$ cat src/hw/rtl/vts_pkg.sv
// Shared types and constants for the vertex transform and screen mapping block.
`timescale 1ns / 1ps

package vts_pkg;

    localparam int COEF_W      = 32;
    localparam int IDX_W       = 4;
    localparam int MAT_N       = 16;
    localparam int VEC_N       = 4;
    localparam int SCR_W       = 16;
    localparam int IN_TDATA_W  = 168;
    localparam int OUT_TDATA_W = 160;
    localparam int CFG_IDX_W   = 4;
    localparam int CFG_DATA_W  = 16;
    localparam int HALF_W      = 11;
    localparam int OFS_W       = 10;
    localparam int QUEUE_DEPTH = 4;
    localparam int QPTR_W      = 2;
    localparam int QCNT_W      = 3;

    localparam logic MODE_COEF   = 1'b0;
    localparam logic MODE_VERTEX = 1'b1;

    localparam logic [CFG_IDX_W-1:0] REG_HALF_WIDTH  = 4'd0;
    localparam logic [CFG_IDX_W-1:0] REG_HALF_HEIGHT = 4'd1;
    localparam logic [CFG_IDX_W-1:0] REG_X_OFFSET    = 4'd2;
    localparam logic [CFG_IDX_W-1:0] REG_Y_OFFSET    = 4'd3;

    localparam logic [HALF_W-1:0] HALF_WIDTH_RST  = 11'd160;
    localparam logic [HALF_W-1:0] HALF_HEIGHT_RST = 11'd120;
    localparam logic [OFS_W-1:0]  X_OFFSET_RST    = 10'd0;
    localparam logic [OFS_W-1:0]  Y_OFFSET_RST    = 10'd10;

    typedef struct packed {
        logic                          is_vertex;
        logic [IDX_W-1:0]              idx;
        logic [COEF_W-1:0]             coef;
        logic [VEC_N-1:0][COEF_W-1:0]  vtx;
    } t_cmd;

    typedef struct packed {
        logic                  valid;
        logic [CFG_IDX_W-1:0]  index;
        logic [CFG_DATA_W-1:0] data;
    } t_cfg_wr;

endpackage

$ cat src/hw/rtl/vts_queue.sv
// Short command queue between the front and back parts.
`timescale 1ns / 1ps

module vts_queue import vts_pkg::*; (
    input  logic i_clk,
    input  logic i_rst_n,
    input  logic i_valid,
    output logic o_ready,
    input  t_cmd i_cmd,
    output logic o_valid,
    input  logic i_ready,
    output t_cmd o_cmd
);

    t_cmd              r_mem [QUEUE_DEPTH];
    logic [QPTR_W-1:0] r_wr_ptr;
    logic [QPTR_W-1:0] r_rd_ptr;
    logic [QCNT_W-1:0] r_count;
    logic              push;
    logic              pop;

    assign o_ready = (r_count != QCNT_W'(QUEUE_DEPTH));
    assign o_valid = (r_count != '0);
    assign push    = i_valid && o_ready;
    assign pop     = i_ready && o_valid;
    assign o_cmd   = r_mem[r_rd_ptr];

    always_ff @(posedge i_clk) begin
        if (!i_rst_n) begin
            r_wr_ptr <= '0;
            r_rd_ptr <= '0;
            r_count  <= '0;
        end else begin
            if (push) begin
                r_wr_ptr <= r_wr_ptr + 1'b1;
            end
            if (pop) begin
                r_rd_ptr <= r_rd_ptr + 1'b1;
            end
            if (push && !pop) begin
                r_count <= r_count + 1'b1;
            end else if (pop && !push) begin
                r_count <= r_count - 1'b1;
            end
        end
        if (push) begin
            r_mem[r_wr_ptr] <= i_cmd;
        end
    end

`ifndef SYNTHESIS
    a_count_bound: assert property (@(posedge i_clk) disable iff (!i_rst_n)
        r_count <= QCNT_W'(QUEUE_DEPTH))
        else $error("queue count exceeds depth");
    a_reset_empty: assert property (@(posedge i_clk)
        !i_rst_n |=> r_count == '0)
        else $error("queue not empty after reset");
    a_push_count: assert property (@(posedge i_clk) disable iff (!i_rst_n)
        push && !pop |=> r_count == $past(r_count) + 1'b1)
        else $error("queue count did not follow a push");
`endif

endmodule

$ cat config.mk
export PLATFORM = sky130hd
export DESIGN_NAME = vts_queue
export DESIGN_NICKNAME = d
export VERILOG_FILES = /design/src/hw/rtl/vts_pkg.sv /design/src/hw/rtl/vts_queue.sv
export SDC_FILE = /design/constraint.sdc
export NUM_CORES = 1
export LEC_CHECK = 0
export ABC_AREA = 1
export BUFFER_PORTS_ARGS = -buffer_cell sky130_fd_sc_hd__buf_2
export CAP_MARGIN = 20
export CORE_ASPECT_RATIO = 0.9
export CORE_UTILIZATION = 59
export CTS_BUF_LIST = sky130_fd_sc_hd__clkbuf_4 sky130_fd_sc_hd__clkbuf_8
export DETAILED_ROUTE_END_ITERATION = 16
export PLACE_DENSITY = 0.78
export REMOVE_ABC_BUFFERS = 1
export SYNTH_ARGS = -nofsm -noshare
export SYNTH_HDL_FRONTEND = slang
export SYNTH_SLANG_ARGS = --single-unit
$ cat constraint.sdc
create_clock -name i_clk -period 12.7 [get_ports i_clk]
set_clock_uncertainty 0.1 [all_clocks]
set_input_delay 3.175 -clock i_clk [delete_from_list [all_inputs] [get_ports i_clk]]
set_output_delay 3.175 -clock i_clk [all_outputs]
set_load 0.02 [all_outputs]
==> out/results.ini <==
[power]
switching_share_pct=33.3
internal-power_mw=3.97
power_leakage_nw=10.0
combPwrFrac_pct=25.7
power_density_nw_per_um2=207
p_clk_share_pct=27.8
seqPwrFrac_pct=46.4
p_switching_mw=1.98
ir_drop_uv=147

[cts]
clk_latency_ns=0.67
clock_sinks=669
cts-root-buf=clkbuf_8
h-tree-depth=3
tritoncts=yes
cts_buffers=100
ctsResizeCount=0
path_clk_slew_ns=0.06
post-cts-setup-buffer-count=0
cts_buffer_depth=3
cts_hold_buf=0

[yosys]
avgSynthCellArea_um2=15.0
yosysTopAreaCell=edfxtp_1
syn_area_um2=25000
synth-edff-count=660
ys.flop_type=edfxtp_1
yosysMostFrequentCell=edfxtp_1
ys_ff_latch=669
synthCells=1664
ys_types=20
yosysWarnings=0
synth_seq_area_share_pct=80.2
synth_area_leaders=edfxtp_1, o21ai_0, nor2_1
synth_common_cells=edfxtp_1, nor2_1, o21ai_0, o22ai_1, o21ai_1
synth_top_cell_area_share_pct=79.4
synthArstFlopShare_pct=0

[critical_path]
cpMostUsedCell=buf_4
r2r_slack_ns=9.55
r2r_cells=6
timing.rr.start=r_count[0]$_SDFFE_PN0P_
crit_family=buffers and inverters
cp-start-kind=flop
path_depth=5
worst_ep_arrival_time_ns=3.68
r2r-end=r_mem[0][17]$_DFFE_PP_
cp_max_fo=88
cp.required_ns=9.43
critPathCaptureType=output pin
cp-endpoint=o_cmd[126]
path_cells=buf_4 -> buf_4 -> o21ai_0 -> o22ai_1 -> buf_2
worst-path-buf-inv=3
slowest_stage=dfxtp_4
critPathMaxStageDelay_ns=0.83
critPathKind=reg2out

[min_path]
hold_path_class=reg2reg

[die]
ios=336
die_height_um=197
start_util_pct=59.8
dieArea_um2=43100
fp.dieW_um=219
num_rows=71
core_region_area_um2=41800

[grt]
grt-ovfl-total=0
grt_usage_pct=24.3
grt_pass1_vias=14800
grt_max_degree=161
grt_pass1_wl_mm=79.9
grt_antenna_before_repair=15

[detailed_routing]
drt_iter0_drc=1366
wl_mm=53.7
ant_nets=0
vias=15400
dr.pass1.iters=5
routedWlPerCell_um=20.4
vias_per_cell=5.84
drc_errors=0

[placed_design]
place_inst=2451
place_congestion=0.782
io_buffers=335
post-dp-hpwl_mm=28.4

[timing]
relSlewSlack_pct=23.6
worst_slew_pin_slew_ns=1.15
tns_ns=0
hold_violations=0
period_share_pct=54.8
rsz0062_at_grt=no
slew_viol_final=0
period_minus_slack_ns=6.96
fmax_mhz=144
setup_viol=0

[layout]
stdcell_count=2638
nets=2181
layout-drive-gt1-share_pct=24.6
area_growth_pct=15.0

[job]
drv_cap=0

[status]
status=complete, no violations

==> cells by family after synthesis <==
logic type,share of synthesized area (%)
flip-flops,80.2
AO/OA/AOI/OAI,10.8
AND/OR/NAND/NOR,5.51
buffers and inverters,3.13
adder cells (fa/ha/maj),0.331
XOR/XNOR,0.0351
==> final cells by class <==
type	count	area [um^2]
Antenna cell	11	27.5
Timing Repair Buffer	349	1820
Clock inverter	41	231
Multi-Input combinational cell	870	4200
Fill cell	2761	13100
Sequential cell	669	20000
Clock buffer	135	1650
Tap cell	547	684
Inverter	16	70.1
==> routing by layer <==
metal	routed length [um]	up-vias	track usage, %
met2	26200	676	38.5
li1	-	7010	-
met5	73	-	0
met4	1250	12	8.18
met3	4970	110	7.58
met1	21300	7588	32.2
==> power groups by stage <==
stage	clock network, mW	registers, mW	logic (mW)
floorplan	0	2.90	0.922
global placement	0	2.80	1.49
detailed placement	0	2.81	1.53
CTS	1.68	2.76	1.54
global route	1.77	2.78	1.65
finish	1.66	2.76	1.53
==> stage by stage <==
stage	cell area [um^2]	hold slack [ns]	util [%]	setup slack, ns	total power [mW]
5_1_grt	28700	0.424	68.7	5.44	6.20
6_report	28700	0.401	68.7	5.74	5.95
2_1_floorplan	24200	0.365	-	1.59	3.82
3_5_place_dp	26800	0.393	64.1	6.42	4.34
3_3_place_gp	26800	0.378	64.1	6.50	4.29
4_1_cts	28700	0.403	68.7	5.68	5.98
==> state kept, by name (all words and copies together) (netlist names), named ones only <==
signal    flops
r_count       3
r_mem       660
r_rd_ptr      2
r_wr_ptr      2
==> placed cells by master, fill, tap and decap left out, types with 14 or more instances in the layout <==
cell type,synthesis,layout
buf_2,15,335
clkinv_1,0,21
clkbuf_4,0,33
nand2_1,15,15
o22ai_1,165,165
o21ai_0,264,264
inv_1,15,14
o21ai_1,67,67
clkbuf_8,0,102
edfxtp_1,660,660
nor2_1,344,340
==> how the worst min path moves through the flow <==
stage                                         from                  endpoint  slack, ns  depth (start not counted)
after floorplan           r_rd_ptr[1]$_SDFFE_PN0P_                      flop       0.36                          2
after global placement    r_rd_ptr[1]$_SDFFE_PN0P_                      flop       0.38                          2
after detailed placement  r_rd_ptr[0]$_SDFFE_PN0P_                      flop       0.39                          2
after CTS                 r_rd_ptr[0]$_SDFFE_PN0P_                      flop       0.40                          2
after global routing      r_rd_ptr[0]$_SDFFE_PN0P_                      flop       0.42                          2
final                     r_rd_ptr[0]$_SDFFE_PN0P_  r_rd_ptr[0]$_SDFFE_PN0P_       0.40                          2
==> worst min-delay path: stages (launching register included) <==
cell and delay, ns:
dfxtp_1 0.32, nand2_1 0.08, a21oi_1 0.06
Note: power is estimated with default switching activity, not from simulation.
