$ cat src/hw/rtl/vts_pkg.sv
// Shared types and constants for the vertex transform and screen mapping block.
`timescale 1ns / 1ps

package vts_pkg;

    localparam int COEF_W      = 32;
    localparam int IDX_W       = 4;
    localparam int MAT_N       = 16;
    localparam int VEC_N       = 4;
    localparam int SCR_W       = 16;
    localparam int IN_TDATA_W  = 168;
    localparam int OUT_TDATA_W = 160;
    localparam int CFG_IDX_W   = 4;
    localparam int CFG_DATA_W  = 16;
    localparam int HALF_W      = 11;
    localparam int OFS_W       = 10;
    localparam int QUEUE_DEPTH = 4;
    localparam int QPTR_W      = 2;
    localparam int QCNT_W      = 3;

    localparam logic MODE_COEF   = 1'b0;
    localparam logic MODE_VERTEX = 1'b1;

    localparam logic [CFG_IDX_W-1:0] REG_HALF_WIDTH  = 4'd0;
    localparam logic [CFG_IDX_W-1:0] REG_HALF_HEIGHT = 4'd1;
    localparam logic [CFG_IDX_W-1:0] REG_X_OFFSET    = 4'd2;
    localparam logic [CFG_IDX_W-1:0] REG_Y_OFFSET    = 4'd3;

    localparam logic [HALF_W-1:0] HALF_WIDTH_RST  = 11'd160;
    localparam logic [HALF_W-1:0] HALF_HEIGHT_RST = 11'd120;
    localparam logic [OFS_W-1:0]  X_OFFSET_RST    = 10'd0;
    localparam logic [OFS_W-1:0]  Y_OFFSET_RST    = 10'd10;

    typedef struct packed {
        logic                          is_vertex;
        logic [IDX_W-1:0]              idx;
        logic [COEF_W-1:0]             coef;
        logic [VEC_N-1:0][COEF_W-1:0]  vtx;
    } t_cmd;

    typedef struct packed {
        logic                  valid;
        logic [CFG_IDX_W-1:0]  index;
        logic [CFG_DATA_W-1:0] data;
    } t_cfg_wr;

endpackage

$ cat src/hw/rtl/vts_front.sv
// Input stage that accepts stream requests and decodes them into queue commands.
`timescale 1ns / 1ps

module vts_front import vts_pkg::*; (
    input  logic                  i_clk,
    input  logic                  i_rst_n,
    input  logic                  i_s_tvalid,
    output logic                  o_s_tready,
    input  logic [IN_TDATA_W-1:0] i_s_tdata,  // coef_index, coef_value, vx, vy, vz, vw, zero pad
    input  logic                  i_s_tuser,  // mode
    output logic                  o_cmd_valid,
    input  logic                  i_cmd_ready,
    output t_cmd                  o_cmd
);

    logic r_valid;
    t_cmd r_cmd;
    t_cmd n_cmd;

    assign o_s_tready = !r_valid || i_cmd_ready;

    always_comb begin
        n_cmd.is_vertex = (i_s_tuser == MODE_VERTEX);
        n_cmd.idx       = i_s_tdata[3:0];
        n_cmd.coef      = i_s_tdata[35:4];
        n_cmd.vtx[0]    = i_s_tdata[67:36];
        n_cmd.vtx[1]    = i_s_tdata[99:68];
        n_cmd.vtx[2]    = i_s_tdata[131:100];
        n_cmd.vtx[3]    = i_s_tdata[163:132];
    end

    always_ff @(posedge i_clk) begin
        if (!i_rst_n) begin
            r_valid <= 1'b0;
        end else if (o_s_tready) begin
            r_valid <= i_s_tvalid;
        end
        if (o_s_tready && i_s_tvalid) begin
            r_cmd <= n_cmd;
        end
    end

    assign o_cmd_valid = r_valid;
    assign o_cmd       = r_cmd;

endmodule

$ cat config.mk
export PLATFORM = sky130hd
export DESIGN_NAME = vts_front
export DESIGN_NICKNAME = d
export VERILOG_FILES = /design/src/hw/rtl/vts_pkg.sv /design/src/hw/rtl/vts_front.sv
export SDC_FILE = /design/constraint.sdc
export NUM_CORES = 1
export LEC_CHECK = 0
export BUFFER_PORTS_ARGS = -buffer_cell sky130_fd_sc_hd__buf_2
export CAP_MARGIN = 15
export CORE_AREA = 2 2 133 135
export DETAILED_ROUTE_END_ITERATION = 10
export DIE_AREA = 0 0 135 137
export SLEW_MARGIN = 20
export SYNTH_ARGS = -nofsm -noshare
export SYNTH_HDL_FRONTEND = slang
export SYNTH_SLANG_ARGS = --single-unit
$ cat constraint.sdc
create_clock -name i_clk -period 3.4 [get_ports i_clk]
set_input_delay 0.85 -clock i_clk [delete_from_list [all_inputs] [get_ports i_clk]]
set_output_delay 0.85 -clock i_clk [all_outputs]
set_load 0.03 [all_outputs]
==> results of run 1 <==
## critical path, delay by kind of cell
family	cells	cell delay, ns
AND/OR/NAND/NOR	1	0.14
buffers and inverters	2	0.27
## sequential cells by signal (all words and copies together), names as in the netlist
register and cells:
o_cmd_valid 1, o_cmd 165
## cells by family (layout without fill, tap and decap cells)
logic type	Yosys count	after routing
flops	166	166
simple gates	2	2
compound gates	1	1
buf+inv	1	370
other cells	0	2
## path summary, 6_finish.rpt
kind	start	endpoint	slack, ns	cells past startpoint
worst min-delay path	o_cmd_valid	o_cmd_valid	0.51	2
worst max register to register	o_cmd_valid	o_cmd[131]	1.68	3
worst max-delay path	i_cmd_ready	o_s_tready	1.29	3
worst min register to register	o_cmd_valid	o_cmd_valid	0.51	2
## metrics by stage
stage | area (µm²) | hold WS, ns | util [%] | power, mW | setup slack [ns]
2_1_floorplan | 5010 | 0.706 | - | 2.75 | 0.732
3_3_place_gp | 7010 | 0.494 | 41.1 | 2.97 | 1.03
3_5_place_dp | 7010 | 0.502 | 41.1 | 2.98 | 1.01
4_1_cts | 7590 | 0.512 | 44.5 | 4.86 | 1.28
5_1_grt | 7590 | 0.529 | 44.5 | 4.98 | 1.27
6_report | 7590 | 0.506 | 44.5 | 4.78 | 1.29
## power groups by stage
stage | logic [mW] | clock network [mW] | registers, mW
floorplan | 0.0396 | 0 | 2.71
global placement | 0.505 | 0 | 2.47
detailed placement | 0.511 | 0 | 2.47
CTS | 0.511 | 1.92 | 2.43
global route | 0.532 | 2.02 | 2.43
finish | 0.502 | 1.86 | 2.42
## per-layer routing
layer  GRT usage [%]  share of wire (%)  up-vias
li1                -                  -     1407
met1            12.1                 33     1403
met2            22.2                 53      208
met3            6.48                 12       16
met4            5.27                1.6        2
met5               0               0.13        -
## final cells by class
type                    instances  share of cell area [%]
flip-flops and latches        166                    65.5
repair buffers                337                    22.6
clock buffers                  19                    5.70
well taps                     225                    3.71
clock inverters                13                    1.91
multi-input cells               3                   0.445
diodes                          2                  0.0659
inverters                       1                  0.0494
## layout by cell type (no fill, tap or decap), drive strengths merged
| master | count |
|---|---|
| nand2b | 1 |
| bufinv | 2 |
| dfxtp | 1 |
| a21boi | 1 |
| clkbuf | 19 |
| clkinv | 4 |
| diode | 2 |
| inv | 5 |
| buf | 337 |
| edfxtp | 165 |
| clkinvlp | 3 |
| and2 | 1 |
==> flow_metrics.env, run 1 <==
export IMPL_routed_via_density=3.96
export IMPL_synth_top_family_by_area="simple AND/OR/NAND/NOR gates"
export IMPL_ant_nets=0
export IMPL_synth_edff_count=165
export IMPL_cpPeakStageDelay_ns=0.18
export IMPL_route_vias_total=3036
export IMPL_crit_type="in2out"
export IMPL_cts_tree="yes"
export IMPL_synth_compound_area_share_pct=0.225
export IMPL_cts_htree_levels=4
export IMPL_cts_num_sinks=166
export IMPL_finalSetupTns_ns=0
export IMPL_drt_initial_drc_count=87
export IMPL_port_buffers=335
export IMPL_start_util_pct=29.4
export IMPL_max_freq_mhz=473
export IMPL_clock_path_buffers=2
export IMPL_intPower_mw=3.63
export IMPL_fill_cells=1528
export IMPL_rsz0062_at_grt="false"
export IMPL_dp_cells=732
export IMPL_power_share_clock_pct=38.8
export IMPL_swShare_pct=24.0
export IMPL_hold_buffers=0
export IMPL_switchingPower_mw=1.15
export IMPL_synth_fa_ha_area_share_pct=0
export IMPL_min_path_type="reg2reg"
export IMPL_maxCapViolCount=0
export IMPL_critPathArrivalTime_ns=1.26
export IMPL_cts_resized=0
export IMPL_crit_fanout=3
export IMPL_synthCells=170
export IMPL_outcome="completed"
export IMPL_period_needed_ns=2.11
export IMPL_synth_top_area_share_pct=98.9
export IMPL_pwr_share_comb_pct=10.5
export IMPL_worst_setup_path_end_kind="output port"
export IMPL_synth_xor_area_share_pct=0
export IMPL_grt_overflow=0
export IMPL_yosysUniqueCellTypes=6
export IMPL_fin_cells=766
export IMPL_synth_area_top_cells="edfxtp_1 99%, dfxtp_1 0.40%, nand2b_4 0.27%"
export IMPL_drv_slew=0
export IMPL_die_y_um=137
export IMPL_power_density_mw_per_mm2=630
export IMPL_min_period_over_period_pct=62.1
export IMPL_antenna_found_initial=3
export IMPL_p_leak_nw=3.23
export IMPL_avgSynthCellArea_um2=29.5
export IMPL_die_area_mm2=0.0185
export IMPL_multi_input_area_um2=33.8
export IMPL_detail_route_wl_per_cell_um=15.7
export IMPL_synth_seq_cells=166
export IMPL_path_cells="buf_2 > nand2b_4 > buf_2"
export IMPL_grt_total_usage_pct=12.5
export IMPL_fin_nets=699
export IMPL_synth_ff_type="edfxtp_1"
export IMPL_grt_max_degree=73
export IMPL_grt_pass1_vias=3178
export IMPL_synthMuxAreaShare_pct=0
export IMPL_synth_seq_area_share_pct=99.3
export IMPL_finalSetupViolCount=0
export IMPL_synth_warnings=0
export IMPL_finalHoldViolCount=0
export IMPL_cts_setup_buffers=0
export IMPL_clk_pin_slew_ns=0.06
export IMPL_worst_skew_pair_late_latency_ns=0.41
export IMPL_io_pins=340
export IMPL_rows=48
export IMPL_drive_above_1_share_pct=68.3
export IMPL_cts_buffers_inserted=17
export IMPL_die_w_um=135
export IMPL_worst_slew_pin_slew_ns=0.563
export IMPL_core_area_mm2=0.0171
export IMPL_place_congestion=0.766
export IMPL_cp_common_cell="buf_2"
export IMPL_synth_top_cell_by_area="edfxtp_1"
export IMPL_syn_area_mm2=0.00501
export IMPL_ir_drop_v=0.000306
export IMPL_area_growth_syn_to_layout_pct=51.5
export IMPL_routed_wl_um=12000
export IMPL_slew_headroom_pct=62.5
export IMPL_drc=0
export IMPL_crit_slowest_cell="buf_2"
export IMPL_synth_most_common_cell="edfxtp_1"
export IMPL_synthArstFlopShare_pct=0
export IMPL_seqPwrFrac_pct=50.7
export IMPL_cts_root_buf="clkbuf_16"
export IMPL_critPathRequiredTime_ns=2.55
export IMPL_synth_nets=343
export IMPL_hpwl_um=9230
export IMPL_grt_pass1_wl_um=16600
export IMPL_firstDrtPassIters=4
export IMPL_cp_start_kind="input port"
export IMPL_yosys_area_share_simple_pct=0.449
export IMPL_seqCellArea_mm2=0.00497
export IMPL_fin_worst_skew_ns=0.00589
Note: power is estimated with default switching activity, not from simulation.
==> run 2, diff against run 1 <==
==> constraint.sdc (replaced) <==
create_clock -name i_clk -period 2.2 [get_ports i_clk]
set_input_delay 0.55 -clock i_clk [delete_from_list [all_inputs] [get_ports i_clk]]
set_output_delay 0.55 -clock i_clk [all_outputs]
set_load 0.03 [all_outputs]
==> run 2 against run 1 <==
Compared with the run above:
- worst setup slack lost 0.68 ns
- hold slack worse by 0.20 ns
- via count up 0.46%
- global-route usage up 0.056 points
- clock skew is essentially flat
- sequential power is 55% higher
==> flow_metrics.env, run 2 (synthesized netlist as in run 1, its figures left out) <==
export IMPL_power_density_mw_per_mm2=954
export IMPL_area_growth_syn_to_layout_pct=51.1
export IMPL_place_congestion=0.786
export IMPL_maxCapViolCount=0
export IMPL_routed_wl_um=12100
export IMPL_clock_path_buffers=2
export IMPL_min_path_type="in2reg"
export IMPL_final_common_cell="buf_2"
export IMPL_finalSetupTns_ns=0
export IMPL_finalHoldViolCount=0
export IMPL_drv_slew=0
export IMPL_cts_root_buf="clkbuf_16"
export IMPL_critPathArrivalTime_ns=1.04
export IMPL_wl_met2_um=6320
export IMPL_rsz0062_at_grt="false"
export IMPL_routed_via_density=3.98
export IMPL_route_vias_total=3050
export IMPL_port_buffers=335
export IMPL_detail_route_wl_per_cell_um=15.7
export IMPL_total_power_mw=7.22
export IMPL_ir_drop_v=0.000439
export IMPL_whs_path_depth=1
export IMPL_outcome="completed"
export IMPL_hold_buffers=0
export IMPL_multi_input_area_um2=33.8
export IMPL_min_period_over_period_pct=72.3
export IMPL_cpPeakStageDelay_ns=0.38
export IMPL_worst_slew_pin_slew_ns=0.348
export IMPL_wl_met3_um=1420
export IMPL_core_area_mm2=0.0171
export IMPL_max_freq_mhz=628
export IMPL_grt_total_usage_pct=12.5
export IMPL_grt_pass1_wl_um=16800
export IMPL_fin_nets=701
export IMPL_cts_tree="yes"
export IMPL_cts_num_sinks=166
export IMPL_hpwl_um=9330
export IMPL_startpoint="o_cmd_valid"
export IMPL_seqCellArea_mm2=0.00497
export IMPL_hold_ws_ns=0.309
export IMPL_cts_htree_levels=4
export IMPL_grt_pass1_vias=3193
export IMPL_firstDrtPassIters=4
export IMPL_rows=48
export IMPL_p_leak_nw=3.24
export IMPL_cts_buffers_inserted=17
export IMPL_worstHoldStart="i_s_tdata[129]"
export IMPL_worst_skew_pair_late_latency_ns=0.41
export IMPL_wl_met1_um=4060
export IMPL_die_w_um=135
export IMPL_ff2ff_path_depth=3
export IMPL_grt_max_degree=68
export IMPL_cp_start_kind="flop"
export IMPL_critPathRequiredTime_ns=1.65
export IMPL_cts_setup_buffers=0
export IMPL_drt_initial_drc_count=98
export IMPL_die_y_um=137
export IMPL_layout_common_cells="335 x buf_2, 165 x edfxtp_1, 17 x clkbuf_16"
export IMPL_final_util_pct=44.4
export IMPL_fin_worst_skew_ns=0.00553
export IMPL_antenna_found_initial=2
export IMPL_clk_pin_slew_ns=0.07
export IMPL_start_util_pct=29.4
export IMPL_drive_above_1_share_pct=69.1
export IMPL_dp_cells=734
export IMPL_crit_fanout=3
export IMPL_path_cells="nand2b_4 > buf_2"
export IMPL_top_layer="met4"
export IMPL_crit_slowest_cell="dfxtp_1"
export IMPL_slew_headroom_pct=76.8
export IMPL_largest_reg_flops=165
export IMPL_die_area_mm2=0.0185
export IMPL_fill_cells=1532
export IMPL_cts_resized=0
export IMPL_period_needed_ns=1.59
export IMPL_io_pins=340
export IMPL_finalSetupViolCount=0
export IMPL_reg2reg_from="o_cmd_valid"
export IMPL_ant_nets=0
export IMPL_grt_overflow=0
export IMPL_worst_setup_path_end_kind="output port"
export IMPL_crit_type="reg2out"
export IMPL_fin_cells=767
export IMPL_drc=0
run 2: cell count changes in the layout (fill, tap and decap cells not counted), moves of 2 or more:
cell       change
bufinv_16      -2
clkinv_1       -2
inv_6          +3
clkbuf_1       -2
clkinv_2       +2
buf_4          +2
run 2: worst max-delay path, delay by kind of cell, from the launching register on:
kind | cells | cell delay [ns]
buf+inv | 1 | 0.18
simple gates | 1 | 0.07
flops | 1 | 0.38
run 2: path summary, 6_finish.rpt:
kind / to / slack (ns)
min reg2reg: o_cmd_valid / 0.52
min: o_cmd[93] / 0.31
max reg2reg: o_cmd[51] / 0.79
max: o_s_tready / 0.61
run 2: cell type report:
cell class / count / share of cell area (%)
Clock inverter: 14 / 1.55
Inverter: 1 / 0.0496
Antenna cell: 2 / 0.0661
Timing Repair Buffer: 339 / 22.9
Sequential cell: 166 / 65.7
Clock buffer: 17 / 5.62
Tap cell: 225 / 3.72
Multi-Input combinational cell: 3 / 0.446
run 2: metrics by stage:
step	setup WS, ns	area, µm²
4_1_cts	0.581	7570
3_5_place_dp	0.432	7030
5_1_grt	0.552	7570
2_1_floorplan	-0.168	5010
3_3_place_gp	0.449	7030
6_report	0.609	7570
run 2: per-layer routing:
| metal | track usage, % | up-vias |
|---|---|---|
| met3 | 6.07 | 17 |
| met4 | 5.79 | 0 |
| met5 | 0 | - |
| li1 | - | 1414 |
| met1 | 12.4 | 1405 |
| met2 | 22.1 | 214 |
run 2: where the power goes:
group / switching [mW] / total, mW / internal [mW] / leakage (nW)
clock network: 1.22 / 2.69 / 1.47 / 0.265
logic: 0.549 / 0.783 / 0.234 / 1.37
registers: 0.0444 / 3.74 / 3.70 / 1.60
total: 1.82 / 7.22 / 5.41 / 3.24
